**src/rtl/omrt_pkg.sv**
```systemverilog
// ----------------------------------------------------------------------------
// omrt_pkg: shared types and constants of the motion onset reaction timer
// Payload structs, configuration set, register indexes and arm source codes.
// ----------------------------------------------------------------------------
`default_nettype none

package omrt_pkg;

  localparam int FORCE_BITS_DEFAULT = 12;
  localparam int FORCE_W            = 12;
  localparam int GYRO_W             = 16;
  localparam int SQ_W               = 31;  // (-32768)^2 = 2^30
  localparam int NUM_AXES           = 3;
  localparam int CFG_IDX_W          = 2;
  localparam int CFG_DATA_W         = 32;

  // arm source codes
  localparam logic [1:0] SRC_NONE  = 2'd0;
  localparam logic [1:0] SRC_GYRO  = 2'd1;
  localparam logic [1:0] SRC_FORCE = 2'd2;

  // reset values of the configuration registers
  localparam logic [31:0] GYRO_SQ_RST   = 32'd1000000;
  localparam logic [11:0] FORCE_THR_RST = 12'd2048;
  localparam logic [15:0] TIMEOUT_RST   = 16'd1000;
  localparam logic [9:0]  PERIOD_RST    = 10'd1;

  typedef enum logic [CFG_IDX_W-1:0] {
    CFG_GYRO_SQ   = 2'd0,
    CFG_FORCE_THR = 2'd1,
    CFG_TIMEOUT   = 2'd2,
    CFG_PERIOD    = 2'd3
  } cfg_idx_e;

  typedef struct packed {
    logic [31:0] gyro_onset_square;
    logic [11:0] force_threshold;
    logic [15:0] onset_timeout_ms;
    logic [9:0]  tick_period_ms;
  } cfg_t;

  typedef struct packed {
    logic                     is_force_down;
    logic                     is_force_up;
    logic signed [GYRO_W-1:0] gyro_x;
    logic signed [GYRO_W-1:0] gyro_y;
    logic signed [GYRO_W-1:0] gyro_z;
    logic [FORCE_W-1:0]       force_raw;
    logic [31:0]              tick_now;
    logic                     release_fired;
  } in_item_t;

  typedef struct packed {
    logic        measured;
    logic [31:0] reaction_ms;
    logic [1:0]  arm_source;
    logic [31:0] last_reaction_ms;
  } out_item_t;

endpackage

`default_nettype wire

```
**src/rtl/omrt_sq_lane.sv**
```systemverilog
// ----------------------------------------------------------------------------
// omrt_sq_lane: one gyro axis squaring lane
// Squares a signed axis sample and registers the result.
// ----------------------------------------------------------------------------
`default_nettype none

module omrt_sq_lane (
  input  wire logic                              clk_i,
  input  wire logic                              en_i,
  input  wire logic signed [omrt_pkg::GYRO_W-1:0] axis_i,
  output logic [omrt_pkg::SQ_W-1:0]               sq_o
);

  logic signed [2*omrt_pkg::GYRO_W-1:0] prod;
  logic [omrt_pkg::SQ_W-1:0]            sq_q;

  assign prod = axis_i * axis_i;

  always_ff @(posedge clk_i) begin
    if (en_i) begin
      sq_q <= prod[omrt_pkg::SQ_W-1:0];
    end
  end

  assign sq_o = sq_q;

endmodule

`default_nettype wire

```
**src/rtl/omrt_core.sv**
```systemverilog
// ----------------------------------------------------------------------------
// omrt_core: merge stage and arm state
// Sums the lane squares, decides arm / timeout / cancel / measure, holds state.
// ----------------------------------------------------------------------------
`default_nettype none

module omrt_core #(
  parameter int FORCE_BITS = omrt_pkg::FORCE_BITS_DEFAULT
) (
  input  wire logic                      clk_i,
  input  wire logic                      rst_ni,
  input  wire logic                      en_i,
  input  wire omrt_pkg::in_item_t        item_i,
  input  wire logic [omrt_pkg::SQ_W-1:0] sq_i [omrt_pkg::NUM_AXES],
  input  wire omrt_pkg::cfg_t            cfg_i,
  output omrt_pkg::out_item_t            res_o
);

  localparam int CMP_BITS = (FORCE_BITS < omrt_pkg::FORCE_W) ? FORCE_BITS : omrt_pkg::FORCE_W;

  logic        armed_q, armed_d;
  logic [31:0] onset_q, onset_d;
  logic [1:0]  src_q, src_d;
  logic        prev_up_q, prev_up_d;
  logic [31:0] last_q, last_d;

  logic [31:0] sq_sum;
  logic        gyro_hit, force_hit, arm_now;
  logic [31:0] diff;
  logic [41:0] age_full;
  logic [31:0] age;
  logic        armed1, armed3, tmo, mode_edge, meas;
  logic [1:0]  src1;

  assign sq_sum = 32'(sq_i[0]) + 32'(sq_i[1]) + 32'(sq_i[2]);
  assign gyro_hit  = sq_sum > cfg_i.gyro_onset_square;
  assign force_hit = item_i.force_raw[CMP_BITS-1:0] > cfg_i.force_threshold[CMP_BITS-1:0];
  assign arm_now   = item_i.is_force_down && !armed_q && (gyro_hit || force_hit);

  // fresh arm: onset is this tick, age is zero
  assign diff     = arm_now ? 32'd0 : (item_i.tick_now - onset_q);
  assign age_full = 42'(diff) * 42'(cfg_i.tick_period_ms);
  assign age      = age_full[31:0];

  always_comb begin
    armed1    = armed_q || arm_now;
    src1      = arm_now ? (gyro_hit ? omrt_pkg::SRC_GYRO : omrt_pkg::SRC_FORCE) : src_q;
    onset_d   = arm_now ? item_i.tick_now : onset_q;
    tmo       = armed1 && (age > 32'(cfg_i.onset_timeout_ms));
    mode_edge = prev_up_q && item_i.is_force_down;
    armed3    = armed1 && !tmo && !mode_edge;
    src_d     = (tmo || mode_edge) ? omrt_pkg::SRC_NONE : src1;
    prev_up_d = item_i.is_force_up;
    meas      = item_i.release_fired && armed3;
    armed_d   = armed3 && !meas;
    last_d    = meas ? age : last_q;
  end

  always_ff @(posedge clk_i or negedge rst_ni) begin
    if (!rst_ni) begin
      armed_q   <= 1'b0;
      onset_q   <= '0;
      src_q     <= omrt_pkg::SRC_NONE;
      prev_up_q <= 1'b0;
      last_q    <= '0;
    end else if (en_i) begin
      armed_q   <= armed_d;
      onset_q   <= onset_d;
      src_q     <= src_d;
      prev_up_q <= prev_up_d;
      last_q    <= last_d;
    end
  end

  always_comb begin
    res_o.measured         = meas;
    res_o.reaction_ms      = meas ? age : 32'd0;
    res_o.arm_source       = src_d;
    res_o.last_reaction_ms = last_d;
  end

endmodule

`default_nettype wire

```
**src/rtl/motion_onset_reaction_timer_unit.sv**
```systemverilog
// ----------------------------------------------------------------------------
// motion_onset_reaction_timer_unit: reaction time from motion onset to release
// Path: a transfer is registered in the square lanes, then merged and registered in the output register.
// Throughput: one transfer per cycle while the result channel is not stalled; the arm state closes in the merge stage.
// Reset: asynchronous, active low; clears arm state, pipeline valids and
// loads the configuration register defaults.
// ----------------------------------------------------------------------------
`default_nettype none

module motion_onset_reaction_timer_unit #(
  parameter int FORCE_BITS = omrt_pkg::FORCE_BITS_DEFAULT
) (
  input  wire logic                            clk_i,
  input  wire logic                            rst_ni,
  // config write port
  input  wire logic                            cfg_we_i,
  input  wire logic [omrt_pkg::CFG_IDX_W-1:0]  cfg_idx_i,
  input  wire logic [omrt_pkg::CFG_DATA_W-1:0] cfg_wdata_i,
  // sample channel
  input  wire logic                            in_valid_i,
  output logic                                 in_stall_o,
  input  wire omrt_pkg::in_item_t              in_item_i,
  // result channel
  output logic                                 out_valid_o,
  input  wire logic                            out_stall_i,
  output omrt_pkg::out_item_t                  out_item_o
);

  // Configuration registers
  omrt_pkg::cfg_t cfg_q;

  always_ff @(posedge clk_i or negedge rst_ni) begin
    if (!rst_ni) begin
      cfg_q.gyro_onset_square <= omrt_pkg::GYRO_SQ_RST;
      cfg_q.force_threshold   <= omrt_pkg::FORCE_THR_RST;
      cfg_q.onset_timeout_ms  <= omrt_pkg::TIMEOUT_RST;
      cfg_q.tick_period_ms    <= omrt_pkg::PERIOD_RST;
    end else if (cfg_we_i) begin
      case (cfg_idx_i)
        omrt_pkg::CFG_GYRO_SQ:   cfg_q.gyro_onset_square <= cfg_wdata_i;
        omrt_pkg::CFG_FORCE_THR: cfg_q.force_threshold   <= cfg_wdata_i[11:0];
        omrt_pkg::CFG_TIMEOUT:   cfg_q.onset_timeout_ms  <= cfg_wdata_i[15:0];
        omrt_pkg::CFG_PERIOD:    cfg_q.tick_period_ms    <= cfg_wdata_i[9:0];
        default: ;
      endcase
    end
  end

  // Pipeline control: stage 1 = square lanes, stage 2 = output register.
  // A stage takes a new transfer when empty or when it drains this cycle.
  logic s1_v_q, out_v_q;
  logic out_ready, s1_ready, in_acc, adv;

  assign out_ready  = !out_v_q || !out_stall_i;
  assign s1_ready   = !s1_v_q || out_ready;
  assign in_stall_o = !s1_ready;
  assign in_acc     = in_valid_i && s1_ready;
  assign adv        = s1_v_q && out_ready;

  always_ff @(posedge clk_i or negedge rst_ni) begin
    if (!rst_ni) begin
      s1_v_q  <= 1'b0;
      out_v_q <= 1'b0;
    end else begin
      if (s1_ready) begin
        s1_v_q <= in_valid_i;
      end
      if (out_ready) begin
        out_v_q <= s1_v_q;
      end
    end
  end

  // Stage 1: sample fields held alongside the lane squares
  omrt_pkg::in_item_t s1_item_q;

  always_ff @(posedge clk_i) begin
    if (in_acc) begin
      s1_item_q <= in_item_i;
    end
  end

  // Square lanes, one per gyro axis
  logic signed [omrt_pkg::GYRO_W-1:0] axis [omrt_pkg::NUM_AXES];
  logic [omrt_pkg::SQ_W-1:0]          sq   [omrt_pkg::NUM_AXES];

  assign axis[0] = in_item_i.gyro_x;
  assign axis[1] = in_item_i.gyro_y;
  assign axis[2] = in_item_i.gyro_z;

  for (genvar g = 0; g < omrt_pkg::NUM_AXES; g++) begin : g_lane
    omrt_sq_lane u_lane (
      .clk_i  (clk_i),
      .en_i   (in_acc),
      .axis_i (axis[g]),
      .sq_o   (sq[g])
    );
  end

  // Merge stage: threshold compares, arm state, elapsed time
  omrt_pkg::out_item_t res;

  omrt_core #(
    .FORCE_BITS (FORCE_BITS)
  ) u_core (
    .clk_i  (clk_i),
    .rst_ni (rst_ni),
    .en_i   (adv),
    .item_i (s1_item_q),
    .sq_i   (sq),
    .cfg_i  (cfg_q),
    .res_o  (res)
  );

  // Output register
  omrt_pkg::out_item_t out_item_q;

  always_ff @(posedge clk_i) begin
    if (adv) begin
      out_item_q <= res;
    end
  end

  assign out_valid_o = out_v_q;
  assign out_item_o  = out_item_q;

  // Assertions
  a_meas_has_source : assert property (@(posedge clk_i) disable iff (!rst_ni)
    (out_valid_o && out_item_o.measured) |-> (out_item_o.arm_source != omrt_pkg::SRC_NONE))
    else $error("measurement reported without an arm source");

  a_meas_updates_last : assert property (@(posedge clk_i) disable iff (!rst_ni)
    (out_valid_o && out_item_o.measured) |->
      (out_item_o.reaction_ms == out_item_o.last_reaction_ms))
    else $error("last reaction time not updated by measurement");

  a_idle_zero : assert property (@(posedge clk_i) disable iff (!rst_ni)
    (out_valid_o && !out_item_o.measured) |-> (out_item_o.reaction_ms == 32'd0))
    else $error("reaction time nonzero without measurement");

  a_stall_cause : assert property (@(posedge clk_i) disable iff (!rst_ni)
    in_stall_o |-> (out_valid_o && out_stall_i && s1_v_q))
    else $error("input stalled while pipeline can advance");

endmodule

`default_nettype wire
```
**config.mk**
```make
export PLATFORM = sky130hd
export DESIGN_NAME = motion_onset_reaction_timer_unit
export DESIGN_NICKNAME = d
export VERILOG_FILES = /design/src/rtl/omrt_pkg.sv /design/src/rtl/omrt_sq_lane.sv /design/src/rtl/omrt_core.sv /design/src/rtl/motion_onset_reaction_timer_unit.sv
export SDC_FILE = /design/constraint.sdc
export NUM_CORES = 2
export LEC_CHECK = 0
export CAP_MARGIN = 20
export CORE_MARGIN = 8
export CORE_UTILIZATION = 36
export DETAILED_ROUTE_END_ITERATION = 6
export DONT_BUFFER_PORTS = 1
export GPL_TIMING_DRIVEN = 0
export HOLD_SLACK_MARGIN = 0.02
export RECOVER_POWER = 100
export SETUP_SLACK_MARGIN = 0.5
export SLEW_MARGIN = 30
export SYNTH_ARGS = -nofsm -noshare
export SYNTH_HDL_FRONTEND = slang
export SYNTH_HIERARCHICAL = 1
export SYNTH_SLANG_ARGS = --single-unit
```
**constraint.sdc**
```tcl
create_clock -name clk_i -period 22.8 [get_ports clk_i]
set_clock_uncertainty 0.05 [all_clocks]
set_input_delay 4.56 -clock clk_i [delete_from_list [all_inputs] [get_ports clk_i]]
set_output_delay 4.56 -clock clk_i [all_outputs]
set_load 0.05 [all_outputs]
```
[Word-level counts from Yosys, hierarchy flattened]
Index checks and enable logic that the tools add are counted.
Cells by class
  $add $sub $neg: 3
  multiply operators: 4
  $lt $le $gt $ge: 3
  equal/unequal tests: 3
  multiplexer cells: 5
  reductions and logical operators: 29
Operator list (number)
  $mul 16x16->31: 3
  $mux 32: 2
  $add 31x31->32: 1
  $add 32x31->32: 1
  $gt 32x16->1: 1
  $gt 32x32->1: 1
  $mul 32x10->32: 1
  $sub 32x32->32: 1
  $gt 12x12->1: 1
  $logic_and 1x1->1: 10
  $reduce_and 2->1: 5
  $logic_not 1->1: 8
  $mux 2: 3
  $logic_or 1x1->1: 5
  $eq 2x2->1 const B: 2
  $eq 2x1->1 const B: 1
  $logic_not 2->1: 1
Word-level totals
  register bits after elaboration: 347
  output and inout port bits: 69
  logic and storage cells: 70

[Logic depth before layout (Yosys ltp)]
  depth after elaboration: 15
  gate-level depth with buffers: 66

[By module]
Netlist, hierarchy kept.
By module, submodules not included
  omrt_core: times used 1, cells an instance 1936, area an instance 16418.2 µm², seq. area each 1701.6 µm²
  omrt_sq_lane (g_lane[2].u_lane): times used 1, cells an instance 1057, area an instance 9948.3 µm², seq. area each 900.9 µm²
  omrt_sq_lane (g_lane[1].u_lane): times used 1, cells an instance 1052, area an instance 9908.3 µm², seq. area each 900.9 µm²
  omrt_sq_lane (g_lane[0].u_lane): times used 1, cells an instance 1030, area an instance 9841.9 µm², seq. area each 900.9 µm²
  motion_onset_reaction_timer_unit: times used 1, cells an instance 319, area an instance 7606.0 µm², seq. area each 6685.2 µm²

[Least setup slack after synthesis]
No wires, ideal clock.
  kind: register to register
  start: reg g_lane[2].u_lane.sq_q (netlist bit g_lane[2].u_lane/sq_o[3])
  end: reg out_item_q (netlist bit out_item_o[0]) (data pin)
  setup time: 0.260 ns
  arrival time: 11.973 ns
  setup slack: 10.516 ns
  stages on the path, launching flop included: 57
  path buffers: 5
  period minus slack after synthesis: 12.284 ns
  cell sequence: edfxtp_1 -> fa_1 -> ha_1 -> a21oi_1 -> o21ai_0 -> a21oi_1 -> o21ai_0 -> a21oi_1 -> o21ai_0 -> a41o_1 -> a311oi_1 -> nor2_1 -> o21bai_1 -> o21ai_0 -> a221oi_1 -> xnor2_1 -> ha_1 -> nand4_1 -> (+21 left out) -> a31oi_4 -> o21bai_1 -> a21oi_1 -> xnor2_1 -> ha_1 -> a21o_1 -> a21o_1 -> a21oi_1 -> o21ai_0 -> a21oi_1 -> o2111a_1 -> nand3_1 -> a211oi_2 -> nand4_1 -> nor4_4 -> nand3_2 -> buf_6 -> mux2_4
RTL lines
  start, declared: RTL line omrt_sq_lane.sv:15  | logic [omrt_pkg::SQ_W-1:0] sq_q;
  start signal, assigned: RTL line omrt_sq_lane.sv:21  | sq_q <= prod[omrt_pkg::SQ_W-1:0];
  end signal, assigned: RTL line motion_onset_reaction_timer_unit.sv:120  | out_item_q <= res;
  end, declared: RTL line motion_onset_reaction_timer_unit.sv:116  | omrt_pkg::out_item_t out_item_q;

==> metrics.cfg <==
[place]
dpl_cell_area_sq_mm=0.0549
pre_cts_slack_ps=7110
place_congestion=0.890
port_buffers=0
dpl.hpwl_microns=113000

[layout]
drive_above_1_share=0.0419
areaGrowthSynthToFinish_pct=7.06
postLayoutCellArea_sq_mm=0.0560
nNetsFinal=6893
fillers=14400

[cts]
clockRootBuffer=clkbuf_16
post_cts_buffers=0
clk_path_buf_depth=3
cts_buffers=43
cts.sinks=344
cts-resized-gates=0
clock_latency_ps=640
cts_tree=built
htree_levels=2
holdBufCountCts=0
clk_pin_slew_worst_paths_ps=60

[yosys]
syn_avg_cell_area_sq_um=9.78
syn_area_sq_mm=0.0523
synthCells=5346
ys_warn_count=6

[global_route]
grt_util_met3=0.0284
grt_pass1_wl_microns=214000
grt_use_met1=0.214
grtUsageTotal=0.172
met2_usage=0.313
grt_max_degree=141
grt-busiest-layer=met2
grt_pass1_vias=38700
antenna_found_initial=6
overflow=0

[critical_path]
reg2reg_depth=54
critPathLaunch=g_lane[1].u_lane/sq_o[4]
crit_path_end_kind=register
worst-path-stages=54
slowest_stage=clkbuf_1
cp_slowest_stage_delay_ps=670
critPathLaunchType=register
cp_top_family=compound AO/OA/AOI/OAI gates
cp.required_ps=23110
arrival_ps=17300
path_buf_inv=9
crit_type=register to register
cp_max_fo=10
rr_startpoint=g_lane[1].u_lane/sq_o[4]

[timing]
final_hold_viol_count=0
slew_headroom=-0.715
finalCritPeriodShare=0.745
rsz0062_at_grt=false
drv_slew=137
fin_setup_tns_ps=0
worstMarginPinSlew_ps=2570
finalSetupViolations=0
worst_slack_ps=5810
final.min_clock_period_ps=16990
fmaxAchievable_mhz=58.9

[run]
max-cap-violations=5

[detailed_routing]
drt_iter0_drc=2100
antenna_left=0
dr.pass1.iters=6
drc=0
vias=36000
drt-total-wl_microns=134000
drt-vias-per-instance=4.88
wl_per_cell_microns=18.2

[floorplan]
die_w_microns=397
start_util=0.361
core_sq_mm=0.145
ios=203
design.die.area_sq_mm=0.158
rows=140
die_height_microns=397

[min_path]
hold_class=register to register
hold_depth=1
hp-start=u_core/last_q[16]

[run_status]
outcome=finished with violations
violations=max-capacitance violations, max-slew violations

[path summary, 6_finish.rpt]
| path | to | slack, ps |
|---|---|---|
| worst max-delay path | out_item_o[0] | 5810 |
| worst min-delay path | u_core/last_q[16] | 430 |
| worst max register to register | out_item_o[0] | 5810 |
| worst min register to register | u_core/last_q[16] | 430 |
| max in group asynchronous | cfg_q[56] | 18710 |
| min in group asynchronous | u_core/onset_q[4] | 3560 |
[through the flow]
step                utilization  std cells  hold slack, ps
CTS                       0.389       7365             431
global placement          0.378       7278             408
floorplan                     -       5361             392
finish                    0.386       7374             430
global route              0.386       7368             441
detailed placement        0.379       7285             412
[layout make-up]
type                       count  area, sq um  area share
timing repair buffer           7         26.3    0.000469
sequential                   344         9650       0.172
clock inverter                19          249     0.00445
buffer                       154          661      0.0118
antenna                        9         22.5    0.000402
clock buffer                  61         1270      0.0226
multi-input combinational   3492        36600       0.653
inverter                    1371         5150      0.0919
tap                         1917         2400      0.0429
[sequential cells by signal, summed over array words and instances, names as in the netlist]
| name | flops |
|---|---|
| u_core/prev_up_q | 1 |
| u_core/armed_q | 1 |
| u_core/onset_q | 32 |
| out_item_o | 67 |
| g_lane.u_lane/sq_o | 90 |
| cfg_q | 70 |
| out_valid_o | 1 |
| s1_item_q | 47 |
| u_core/last_q | 32 |
| s1_v_q | 1 |
| u_core/src_q | 2 |
[routing by layer]
layer / share of wire / vias up
met5: 0.000097 / -
met1: 0.41 / 18300
met3: 0.056 / 178
met2: 0.51 / 853
met4: 0.025 / 2
li1: - / 16600
[layout by cell type (no fill, tap or decap), drive strengths merged, types with 7 or more instances in the layout]
master and count:
a211o 7, a211oi 24, a21boi 8, a21o 64, a21oi 185, a311oi 7
a31o 13, a31oi 15, and2 219, and3 53, buf 25, clkbuf 197
clkinv 11, conb 19, dfrtp 125, dfstp 15, diode 9, edfxtp 204
fa 918, ha 428, inv 1373, mux2 106, nand2 449, nand2b 36
nand3 45, nand4 24, nor2 226, nor2b 31, nor3 74, nor3b 8
o211ai 16, o21a 20, o21ai 134, o21bai 13, o22ai 7, o31ai 11
or2 12, or3 17, xnor2 164, xor2 55
Power is not shown: default switching activity piles up to over one toggle a cycle in this logic, so the estimate is an artifact.
